### src/sv/hjbp_pkg.sv
// Package for the hash join build and probe core: sizes, codes, item and control types.
package hjbp_pkg;

   // Table geometry.
   localparam int BUCKET_COUNT = 64;
   localparam int BUCKET_DEPTH = 16;
   localparam int BUCKET_W     = $clog2(BUCKET_COUNT);
   localparam int SLOT_W       = $clog2(BUCKET_DEPTH);
   localparam int FILL_W       = $clog2(BUCKET_DEPTH + 1);
   localparam int ADDR_W       = BUCKET_W + SLOT_W;
   localparam int KEY_W        = 32;

   // Operation codes of an input item.
   typedef enum logic {
      OP_BUILD = 1'b0,
      OP_PROBE = 1'b1
   } op_type;

   // Result status codes.
   typedef enum logic [1:0] {
      ST_INSERTED = 2'd0,
      ST_FULL     = 2'd1,
      ST_MATCH    = 2'd2,
      ST_NOMATCH  = 2'd3
   } status_code_type;

   // Input item.
   typedef struct packed {
      op_type                   operation;
      logic signed [KEY_W-1:0]  key;
      logic                     batch_end;
   } req_type;

   // Result item.
   typedef struct packed {
      status_code_type          status;
      logic signed [KEY_W-1:0]  match_value;
      logic                     last;
      logic                     batch_done;
   } rsp_type;

   // Controller states.
   typedef enum logic [2:0] {
      S_IDLE,
      S_LOOKUP,
      S_DECIDE,
      S_SCAN,
      S_EMIT
   } state_type;

   // Commands from the controller to the datapath.
   typedef struct packed {
      logic load;
      logic fill_rd;
      logic build_wr;
      logic scan_rd;
      logic push;
   } cmd_type;

   // Status from the datapath to the controller.
   typedef struct packed {
      logic is_probe;
      logic scan_done;
      logic out_free;
      logic push_last;
   } stat_type;

endpackage

### src/sv/hjbp_ctrl.sv
// Controller state machine of the hash join build and probe core.
module hjbp_ctrl (
   input  logic               clock,
   input  logic               reset,
   input  logic               req_valid,
   output logic               req_stall,
   input  hjbp_pkg::stat_type stat,
   output hjbp_pkg::cmd_type  cmd
);

   hjbp_pkg::state_type state_ff;
   hjbp_pkg::state_type state_in;

   // State register.
   always_ff @(posedge clock) begin
      if (reset) begin
         state_ff <= hjbp_pkg::S_IDLE;
      end else begin
         state_ff <= state_in;
      end
   end

   // Next state and commands.
   always_comb begin
      state_in  = state_ff;
      cmd       = '0;
      req_stall = 1'b1;
      case (state_ff)
         hjbp_pkg::S_IDLE: begin
            req_stall = 1'b0;
            if (req_valid) begin
               cmd.load = 1'b1;
               state_in = hjbp_pkg::S_LOOKUP;
            end
         end
         hjbp_pkg::S_LOOKUP: begin
            cmd.fill_rd = 1'b1;
            state_in    = hjbp_pkg::S_DECIDE;
         end
         hjbp_pkg::S_DECIDE: begin
            // A build writes at once; a probe walks its bucket.
            if (stat.is_probe) begin
               state_in = hjbp_pkg::S_SCAN;
            end else begin
               cmd.build_wr = 1'b1;
               state_in     = hjbp_pkg::S_EMIT;
            end
         end
         hjbp_pkg::S_SCAN: begin
            // The compare of the last read lands while scan_done is seen.
            if (stat.scan_done) begin
               state_in = hjbp_pkg::S_EMIT;
            end else begin
               cmd.scan_rd = 1'b1;
            end
         end
         hjbp_pkg::S_EMIT: begin
            if (stat.out_free) begin
               cmd.push = 1'b1;
               if (stat.push_last) begin
                  state_in = hjbp_pkg::S_IDLE;
               end
            end
         end
         default: begin
            state_in = hjbp_pkg::S_IDLE;
         end
      endcase
   end

endmodule

### config.mk
export PLATFORM = sky130hd
export DESIGN_NAME = hjbp_ctrl
export DESIGN_NICKNAME = d
export VERILOG_FILES = /design/src/sv/hjbp_pkg.sv /design/src/sv/hjbp_ctrl.sv
export SDC_FILE = /design/constraint.sdc
export NUM_CORES = 1
export LEC_CHECK = 0
export BUFFER_PORTS_ARGS = -buffer_cell sky130_fd_sc_hd__clkbuf_2
export CAP_MARGIN = 20
export CORE_AREA = 2 2 39 41
export CTS_BUF_LIST = sky130_fd_sc_hd__clkbuf_4 sky130_fd_sc_hd__clkbuf_8
export DETAILED_ROUTE_END_ITERATION = 16
export DIE_AREA = 0 0 41 43
export PLACE_DENSITY = 0.42
export SLEW_MARGIN = 20
export SYNTH_ARGS = -nofsm -noshare
export SYNTH_HDL_FRONTEND = slang
export SYNTH_SLANG_ARGS = --single-unit
### constraint.sdc
create_clock -name clock -period 0.9 [get_ports clock]
set_input_delay 0.18 -clock clock [delete_from_list [all_inputs] [get_ports clock]]
set_output_delay 0.18 -clock clock [all_outputs]
set_load 0.02 [all_outputs]
* Yosys cells after proc, flatten, opt, wreduce, memory -nomap -nowiden
Cells that the tools add are included.
** Word-level totals
- Register bits after elaboration :: 3
- Bits of input ports :: 7
** Cells by class
- Eq/ne operators :: 8
- Multiplexer cells :: 16
- Reduce and logical (&&, ||, !) cells :: 2
** Operators with widths (number)
- 2-to-1 mux 3 bit :: 5
- case mux 3 bit (5 select lines) :: 1
- 2-to-1 mux 1 bit :: 10
- != test 2 bit, second input constant :: 4
- equality test 3 x 2 -> 1 bit, second input constant :: 2
- AND reduction 4 bit :: 1
- equality test 3 x 1 -> 1 bit, second input constant :: 1
- equality test 3 bit, second input constant :: 1
- zero test 3 bit :: 1

* Depth between registers and ports, before layout
Gate-level depths: netlist (run 1).
- Depth in word-level cells :: 3
- Depth in mapped cells :: 3
- Gate-level depth less buffers :: 3

* Worst setup path before layout (run 1)
OpenSTA, ideal clock, no wires.
- Kind :: flip-flop to output port
- From :: reg state_ff[1]
- To :: out cmd[4] in the netlist's numbering
- Data arrival time :: 1.106 ns
- Data required time :: 0.720 ns
- Setup slack :: -0.386 ns
- Stages on the path, launching flop included :: 3
- Buffers on the path :: 0
- Cell sequence :: dfxtp_1 > or3_4 > nor2_1
** RTL lines
- start: declaration :: line hjbp_ctrl.sv:11 : hjbp_pkg::state_type state_ff;
- start signal: assignment :: line hjbp_ctrl.sv:17 : state_ff <= hjbp_pkg::S_IDLE;
- start signal: assignment :: line hjbp_ctrl.sv:19 : state_ff <= state_in;
- end: declaration :: line hjbp_ctrl.sv:8 : output hjbp_pkg::cmd_type cmd

==> out/metrics.json, run 1 <==
{
  "die_area_um2": 1760,
  "timing.reg2reg.worst_path_depth": 6,
  "maxClockFrequency_mhz": 748,
  "drv_slew": 0,
  "switching_power_uw": 222,
  "cap_viol_max_count": 0,
  "gp_congestion": 0.614,
  "final_hold_viol_count": 0,
  "worst_slew_margin_rel_pct": 83.6,
  "synthesis_to_layout_area_growth_pct": 179,
  "post_drt_via_cell_ratio": 4.19,
  "reg.largest.list": "state_ff (3)",
  "syn_area_um2": 193,
  "sw_frac_of_total_pct": 30.4,
  "share_of_cells_above_drive_strength_1_pct": 88.7,
  "root_buffer": "clkbuf_4",
  "route.detailed.wl_per_inst_um": 8.93,
  "critPathSlowestCell": "or3_4",
  "place_area_um2": 375,
  "die_w_um": 41,
  "grt_use_total_pct": 9.23,
  "cts_inserted_buffers": 3,
  "gr-total-overflow": 0,
  "port_buffers": 12,
  "top_post_synthesis_cells_by_area": "dfxtp_1 31%, nor3_1 10%, a2111oi_2 7.8%",
  "number_of_library_cell_types_mapped_by_synthesis": 16,
  "largest_register_ffs": 3,
  "num_vias": 289,
  "initial_core_utilization_pct": 13.9,
  "power.density_nw_per_um2": 1360,
  "worst_setup_path_type": "flop to output pin",
  "numClockSinks": 3,
  "mappedNetlistNets": 31,
  "post_synth_inst_count": 24,
  "via_count_of_the_first_global_routing_pass": 257,
  "slowest_delay_ns": 0.39,
  "layout.core_utilization_pct": 38.8,
  "irDropWorstVdd_v": 0.000505,
  "number_of_antenna_diodes": 0,
  "critical_path_arrival_ns": 1.16,
  "worstSetupEndpointType": "output pin",
  "nets": 61,
  "dp_hpwl_um": 453,
  "cp_cell_sequence": "or3_4 > nor2_4 > buf_8",
  "post-route-worst-setup-slack_ns": -0.437,
  "post-route-min-period_ns": 1.34,
  "worst-slew-pin-transition_ns": 0.246,
  "postSynthRegisterBits": 3,
  "hold_path_class": "primary input to flop",
  "final.setup_skew_ns": 0.00517,
  "drt_iter0_markers": 3,
  "placement.setup.worst_slack_ns": -0.248,
  "core_region_area_um2": 1380,
  "pin_count_of_the_biggest_net_entering_global_routing": 6,
  "violations_in_the_final_reports": "negative setup slack",
  "post_cts_hold_buffer_count": 0,
  "unrepaired_setup_endpoints_after_global_routing": "yes",
  "routed_wirelength_um": 616,
  "power.combinational.fraction_pct": 41.5,
  "drtPass1Iterations": 2,
  "power.share.clock_pct": 36.5,
  "timing.critical_path.from_type": "flop",
  "finalSetupTns_ns": -2.80,
  "part_of_the_yosys_area_used_for_sequential_elements_pct": 31.2,
  "most_flops_register": "state_ff",
  "worst_hold_slack_ns": 0.161,
  "cts-root-to-sink-buffers": 2,
  "clk_lat_worst_skew_ns": 0.23,
  "synthesis.yosys.warnings": 0,
  "cellLeakagePower_nw": 0.241,
  "period_share_pct": 149,
  "p_int_uw": 508,
  "tritoncts": "built",
  "synth_top_area_share_pct": 31.2,
  "hold-path-cell-count": 2,
  "grt_first_pass_wirelength_um": 1000,
  "remaining_drc_errors": 0,
  "most_area_hungry_cell_type_in_the_yosys_netlist": "dfxtp_1",
  "htree_num_levels": 1,
  "power.sequential.fraction_pct": 21.9,
  "placement_rows": 14,
  "antenna_found_initial": 0,
  "synth.avg_cell_area_um2": 8.03,
  "outcome": "finished, violations left",
  "postLayoutCellArea_um2": 537,
  "clkSlewWorstSetupHoldPaths_ns": 0.04,
  "count_of_antenna_violating_nets_left_after_detailed_routing": 0,
  "timing.final.setup_violations": 9,
  "path_max_fanout": 3,
  "chipHeight_um": 43,
  "worst-endpoint-required_ns": 0.72,
  "boundaryPins": 13
}
## power groups by stage
stage	clock (mW)	sequential (mW)	combinational, mW
6_report	0.267	0.160	0.303
5_1_grt	0.290	0.163	0.330
4_1_cts	0.282	0.159	0.249
3_5_place_dp	0	0.161	0.217
3_3_place_gp	0	0.162	0.217
2_1_floorplan	0	0.169	0.114
## cell families after synthesis
family / Yosys count / share of synthesized area [%]
AND/OR/NAND/NOR: 12 / 33.1
AO/OA/AOI/OAI: 7 / 31.8
flip-flops: 3 / 31.2
buffers and inverters: 2 / 3.90
## final cells by class
cell class | count | area (um^2)
clock buffers | 4 | 30.0
fillers | 141 | 847
inverters | 2 | 12.5
multi-input cells | 19 | 193
flip-flops and latches | 3 | 68.8
well taps | 16 | 20.0
repair buffers | 25 | 213
## per-layer routing
layer  track usage, %  wire, um  vias up
met2             13.8       343        9
li1                 -         -      147
met5                0         0        -
met4             8.00         6        0
met3             6.28        39        2
met1             7.69       227      131
## per-stage QoR
stage / instances / total power [mW]
2_1_floorplan: 24 / 0.283
3_3_place_gp: 60 / 0.379
3_5_place_dp: 60 / 0.378
4_1_cts: 65 / 0.690
5_1_grt: 69 / 0.783
6_report: 69 / 0.730
## path summary, 6_finish.rpt
check / from / endpoint / slack, ns
min: reset / state_ff[0]$_SDFFE_PP0P_ / 0.16
max reg2reg: state_ff[0]$_SDFFE_PP0P_ / state_ff[2]$_SDFFE_PP0P_ / -0.20
min reg2reg: state_ff[1]$_SDFFE_PP0P_ / state_ff[0]$_SDFFE_PP0P_ / 0.61
max: state_ff[2]$_SDFFE_PP0P_ / cmd[4] / -0.44
## synth_stat cells
library cell and n:
a2111oi_2 1, and3_1 1, dfxtp_1 3, a21oi_2 1
nand2_1 1, o21ai_2 1, nand2b_1 1, a21bo_2 1
nor3_1 4, or3_4 1, a31oi_1 1, nor2_1 3
a21oi_1 1, nand3_1 1, inv_1 2, a21boi_0 1
## worst max-delay path: cells and delay by family (launching register included)
kind | cells | cell delay [ns]
AND/OR/NAND/NOR | 2 | 0.49
buffers and inverters | 1 | 0.11
flip-flops | 1 | 0.32
## what timing repair did
item	CTS	global route
hold endpoints to repair	0	0
setup buffers	2	4
endpoints found under the setup margin	9	9
pin swaps	6	5
gates resized for setup	11	19
## placed cells by master (no fill, tap or decap), types with 2 or more instances in the layout
cell,count
buf_6,6
nor3_4,3
nor2_4,2
dfxtp_4,2
buf_4,9
clkbuf_4,4
clkbuf_2,6
clkbuf_8,2
(Power assumes the default switching activity.)
==> run 2, diff against run 1 <==
Settings changed: CAP_MARGIN 20 to default, SETUP_SLACK_MARGIN from default to 0.02.
==> run 2 against run 1 <==
  * The flow still finishes with violations (negative setup slack)
  * Sequential power barely moved
  * Die area is the same
  * Non-clock buffer count unchanged
  * Final cell count unchanged
  * Clock-buffer cell count unchanged
  * Global-route usage is the same
  * Clock skew stayed put
  * Routed wire length unchanged
  * Worst hold slack is the same
  * Flip-flop and latch count is the same
  * Final area is the same
  * Critical endpoint unchanged
  * Largest cell class unchanged
  * Highest routed layer unchanged
==> out/metrics.json, run 2 (synthesis results as in run 1) <==
{
  "gr-total-overflow": 0,
  "violations_in_the_final_reports": "negative setup slack",
  "outcome": "finished, violations left",
  "count_of_antenna_violating_nets_left_after_detailed_routing": 0,
  "htree_num_levels": 1,
  "irDropWorstVdd_v": 0.000505,
  "layout.cells.most_common": "buf_4",
  "route.detailed.wl_per_inst_um": 8.93,
  "critical_path_arrival_ns": 1.16,
  "post_cts_hold_buffer_count": 0,
  "unrepaired_setup_endpoints_after_global_routing": "yes",
  "port_buffers": 12,
  "num_vias": 289,
  "power.density_nw_per_um2": 1360,
  "worstSetupEndpointType": "output pin",
  "core_region_area_um2": 1380,
  "grt_first_pass_wirelength_um": 1000,
  "power.combinational.fraction_pct": 41.5,
  "via_count_of_the_first_global_routing_pass": 257,
  "final.setup_skew_ns": 0.00517,
  "cellLeakagePower_nw": 0.241,
  "post-route-min-period_ns": 1.34,
  "hold_path_class": "primary input to flop",
  "layout.core_utilization_pct": 38.8,
  "most-common-layout-cells": "9 x buf_4, 6 x clkbuf_2, 6 x buf_6",
  "clkSlewWorstSetupHoldPaths_ns": 0.04,
  "drtPass1Iterations": 2,
  "remaining_drc_errors": 0,
  "dp_hpwl_um": 453,
  "cap_viol_max_count": 0,
  "chipHeight_um": 43,
  "clk_lat_worst_skew_ns": 0.23,
  "grt_use_total_pct": 9.23,
  "synthesis_to_layout_area_growth_pct": 179,
  "cp_cell_sequence": "or3_4 > nor2_4 > buf_8",
  "period_share_pct": 149,
  "maxClockFrequency_mhz": 748,
  "power.sequential.fraction_pct": 21.9,
  "most_flops_register": "state_ff",
  "worst-slew-pin-transition_ns": 0.246,
  "hold-path-cell-count": 2,
  "post-route-worst-setup-slack_ns": -0.437,
  "placement_rows": 14,
  "die_area_um2": 1760,
  "die_w_um": 41,
  "cts-root-to-sink-buffers": 2,
  "sw_frac_of_total_pct": 30.4,
  "cts_inserted_buffers": 3,
  "post_drt_via_cell_ratio": 4.19,
  "root_buffer": "clkbuf_4",
  "tritoncts": "built",
  "path_max_fanout": 3,
  "postLayoutCellArea_um2": 537,
  "initial_core_utilization_pct": 13.9,
  "worst_hold_slack_ns": 0.161,
  "number_of_antenna_diodes": 0,
  "antenna_found_initial": 0,
  "routed_wirelength_um": 616,
  "worst_setup_path_type": "flop to output pin",
  "pin_count_of_the_biggest_net_entering_global_routing": 6,
  "power.share.clock_pct": 36.5,
  "reg.largest.list": "state_ff (3)",
  "boundaryPins": 13,
  "p_int_uw": 508,
  "slowest_delay_ns": 0.39,
  "worst-endpoint-required_ns": 0.72,
  "timing.final.setup_violations": 9,
  "gp_congestion": 0.614,
  "timing.reg2reg.worst_path_depth": 6,
  "numClockSinks": 3,
  "place_area_um2": 375,
  "drt_iter0_markers": 3,
  "nets": 61,
  "timing.critical_path.from_type": "flop",
  "critPathSlowestCell": "or3_4",
  "final_hold_viol_count": 0,
  "share_of_cells_above_drive_strength_1_pct": 88.7,
  "switching_power_uw": 222,
  "worst_slew_margin_rel_pct": 83.6,
  "largest_register_ffs": 3,
  "drv_slew": 0
}
==> run 2: critical path: cells and delay by family (launching register included) <==
| kind | cells | cell delay [ns] |
|---|---|---|
| and+or+nand+nor | 2 | 0.49 |
| DFF | 1 | 0.32 |
| buffers and inverters | 1 | 0.11 |
==> run 2: power by group through the flow <==
stage / Combinational (mW) / Sequential [mW] / Clock, mW
6_report: 0.303 / 0.160 / 0.267
5_1_grt: 0.330 / 0.163 / 0.290
4_1_cts: 0.249 / 0.159 / 0.282
2_1_floorplan: 0.114 / 0.169 / 0
3_3_place_gp: 0.217 / 0.162 / 0
3_5_place_dp: 0.217 / 0.161 / 0
==> run 2: path summary, 6_finish.rpt <==
path                                               start                  endpoint  slack (ns)
worst max-delay path            state_ff[2]$_SDFFE_PP0P_                    cmd[4]       -0.44
worst min-delay path                               reset  state_ff[0]$_SDFFE_PP0P_        0.16
worst max register to register  state_ff[0]$_SDFFE_PP0P_  state_ff[2]$_SDFFE_PP0P_       -0.20
worst min register to register  state_ff[1]$_SDFFE_PP0P_  state_ff[0]$_SDFFE_PP0P_        0.61
==> run 2: through the flow <==
stage	TNS (ns)	power, mW	worst slack (ns)	instances
3_5_place_dp	-1.22	0.378	-0.248	60
6_report	-2.80	0.730	-0.437	69
4_1_cts	-2.79	0.690	-0.465	65
3_3_place_gp	-1.28	0.379	-0.240	60
5_1_grt	-3.25	0.783	-0.488	69
2_1_floorplan	-0.698	0.283	-0.227	24
==> run 2: layer usage <==
layer | share of wire (%) | wire (um) | track usage, % | vias up
met5 | 0 | 0 | 0 | -
met4 | 0.97 | 6 | 8.00 | 0
met3 | 6.3 | 39 | 6.28 | 2
met2 | 56 | 343 | 13.8 | 9
met1 | 37 | 227 | 7.69 | 131
li1 | - | - | - | 147
==> run 2: area by class of cell <==
cell class / instances / area (um^2)
multi-input cells: 19 / 193
flip-flops and latches: 3 / 68.8
fillers: 141 / 847
well taps: 16 / 20.0
inverters: 2 / 12.5
repair buffers: 25 / 213
clock buffers: 4 / 30.0
==> run 2: timing repair <==
| item | 4_1_cts | 5_1_grt |
|---|---|---|
| setup buffers | 2 | 4 |
| pin swaps | 6 | 5 |
| hold endpoints to repair | 0 | 0 |
| setup endpoints to repair | 9 | 9 |
| resized for setup | 11 | 19 |
==> run 3, diff against run 2 <==
Settings changed: PLACE_DENSITY 0.42 to 0.41.
Clock period 0.9 ns to 1.4 ns, I/O delays scaled along.
==> run 3 against run 2 <==
  * Largest cell class is now multi-input gates
  * Critical path type unchanged
  * First-iteration DRC count fell by 33%
  * Clock skew fell by 0.0011 ns
  * Global-route usage fell by 0.59 points
  * Critical path depth did not move
  * Utilization fell by 11 points
  * Final cell count fell by 16%
  * Worst hold slack improved by 0.095 ns
  * The run still ends with negative setup slack left
==> out/metrics.json, run 3 (synthesis results as in run 1) <==
{
  "outcome": "finished, violations left",
  "violations_in_the_final_reports": "negative setup slack",
  "cp_cell_sequence": "or3_4 > nor2_4 > buf_8",
  "post-route-min-period_ns": 1.47,
  "die_w_um": 41,
  "num_vias": 239,
  "hold-path-cell-count": 2,
  "hold-path-endpoint": "state_ff[0]$_SDFFE_PP0P_",
  "maxClockFrequency_mhz": 681,
  "share_of_cells_above_drive_strength_1_pct": 73.8,
  "unrepaired_setup_endpoints_after_global_routing": "yes",
  "post_cts_hold_buffer_count": 0,
  "drtPass1Iterations": 2,
  "timing.final.setup_violations": 3,
  "synthesis_to_layout_area_growth_pct": 103,
  "irDropWorstVdd_v": 0.000305,
  "root_buffer": "clkbuf_4",
  "post_layout_nonfiller_instances": 58,
  "gr-total-overflow": 0,
  "p_int_uw": 286,
  "slowest_delay_ns": 0.40,
  "tritoncts": "built",
  "path_max_fanout": 2,
  "min-delay-start": "reset",
  "boundaryPins": 13,
  "timing.critical_path.buf_inv": 1,
  "htree_num_levels": 1,
  "clk_lat_worst_skew_ns": 0.24,
  "post_drt_via_cell_ratio": 4.12,
  "via_count_of_the_first_global_routing_pass": 231,
  "reg.largest.list": "state_ff (3)",
  "grt_first_pass_wirelength_um": 945,
  "timing.reg2reg.worst_path_depth": 4,
  "sw_frac_of_total_pct": 30.4,
  "route.detailed.wl_per_inst_um": 10.4,
  "worst-slew-pin-transition_ns": 0.243,
  "critPathTopFamily": "simple AND/OR/NAND/NOR gates",
  "most-common-layout-cells": "6 x clkbuf_2, 5 x clkbuf_4, 3 x buf_4",
  "largest_register_ffs": 3,
  "placement_rows": 14,
  "hold_path_class": "primary input to flop",
  "switching_power_uw": 125,
  "placement.setup.worst_slack_ns": 0.104,
  "nets": 50,
  "pin_count_of_the_biggest_net_entering_global_routing": 8,
  "drt_iter0_markers": 2,
  "crit-reg2reg-launch": "state_ff[1]$_SDFFE_PP0P_",
  "antenna_found_initial": 0,
  "worstSetupEndpointType": "output pin",
  "gp_congestion": 0.647,
  "count_of_antenna_violating_nets_left_after_detailed_routing": 0,
  "power.density_nw_per_um2": 1050,
  "cts-root-to-sink-buffers": 2,
  "remaining_drc_errors": 0,
  "cap_viol_max_count": 0,
  "cellLeakagePower_nw": 0.169,
  "period_share_pct": 105,
  "critical_path_arrival_ns": 1.19,
  "most_flops_register": "state_ff",
  "worst-endpoint-required_ns": 1.12,
  "layout.cells.most_common": "clkbuf_2",
  "timing.reg2reg.setup_slack_ns": 0.35,
  "port_buffers": 12,
  "number_of_antenna_diodes": 0,
  "finalSetupTns_ns": -0.100,
  "grt_use_total_pct": 8.63,
  "placed_cells_incl_taps": 52,
  "die_area_um2": 1760,
  "timing.critical_path.from_type": "flop",
  "post-route-worst-setup-slack_ns": -0.0685,
  "final_hold_viol_count": 0,
  "initial_core_utilization_pct": 13.9,
  "power.sequential.fraction_pct": 25.5,
  "numClockSinks": 3,
  "clkSlewWorstSetupHoldPaths_ns": 0.04,
  "final.setup_skew_ns": 0.00406,
  "power.share.clock_pct": 42.6,
  "worst_setup_path_type": "flop to output pin",
  "chipHeight_um": 43,
  "drv_slew": 0,
  "routed_wirelength_um": 606,
  "rr_endpoint": "state_ff[0]$_SDFFE_PP0P_",
  "layout.core_utilization_pct": 28.2,
  "core_region_area_um2": 1380,
  "power.combinational.fraction_pct": 32.0,
  "cts_inserted_buffers": 3,
  "critPathSlowestCell": "or3_4",
  "worst_slew_margin_rel_pct": 83.7
}
## run 3: changes by cell type in the layout (fill, tap and decap cells not counted), sizes merged
cell / change
buf: -10
clkbuf: -1
## run 3: layer usage
metal | vias up | share of wire (%) | track usage [%]
met3 | 0 | 9.2 | 4.71
met1 | 104 | 39 | 9.97
met4 | 0 | 0 | 8.00
met2 | 10 | 51 | 10.6
li1 | 125 | - | -
met5 | - | 0 | 0
## run 3: area by class of cell
class                      instances  area, um^2
fill                             166         993
multi-input combinational         19         153
timing repair buffer              14         111
sequential                         3        68.8
clock buffer                       4        30.0
tap                               16        20.0
inverter                           2        7.51
## run 3: through the flow
stage / hold slack (ns) / instance area (um^2) / total power [mW]
6_report: 0.256 / 390 / 0.411
5_1_grt: 0.269 / 390 / 0.443
4_1_cts: 0.250 / 365 / 0.409
3_5_place_dp: 0.511 / 275 / 0.197
3_3_place_gp: 0.516 / 275 / 0.199
2_1_floorplan: 0.349 / 195 / 0.166
## run 3: timing repair
action	in CTS	in global routing
gates resized for setup	11	11
buffers inserted	2	0
pin swaps	0	0
gates cloned	0	0
endpoints found under the setup margin	6	6
## run 3: power groups by stage
stage                     Combinational, mW  Clock, mW  Sequential [mW]
after detailed placement             0.0904          0            0.107
after global placement               0.0913          0            0.107
after global routing                  0.145      0.192            0.106
after CTS                             0.119      0.186            0.103
after floorplan                      0.0614          0            0.104
final                                 0.131      0.175            0.105
## run 3: how the worst max path moves through the flow
stage	start	endpoint	slack, ns	depth (start not counted)
floorplan	state_ff[0]$_SDFFE_PP0P_	cmd[1]	0.09	2
global placement	state_ff[1]$_SDFFE_PP0P_	cmd[4]	0.10	3
detailed placement	state_ff[1]$_SDFFE_PP0P_	cmd[4]	0.10	3
CTS	state_ff[1]$_SDFFE_PP0P_	cmd[4]	-0.09	3
global route	state_ff[0]$_SDFFE_PP0P_	cmd[4]	-0.12	3
finish	state_ff[1]$_SDFFE_PP0P_	cmd[4]	-0.07	3
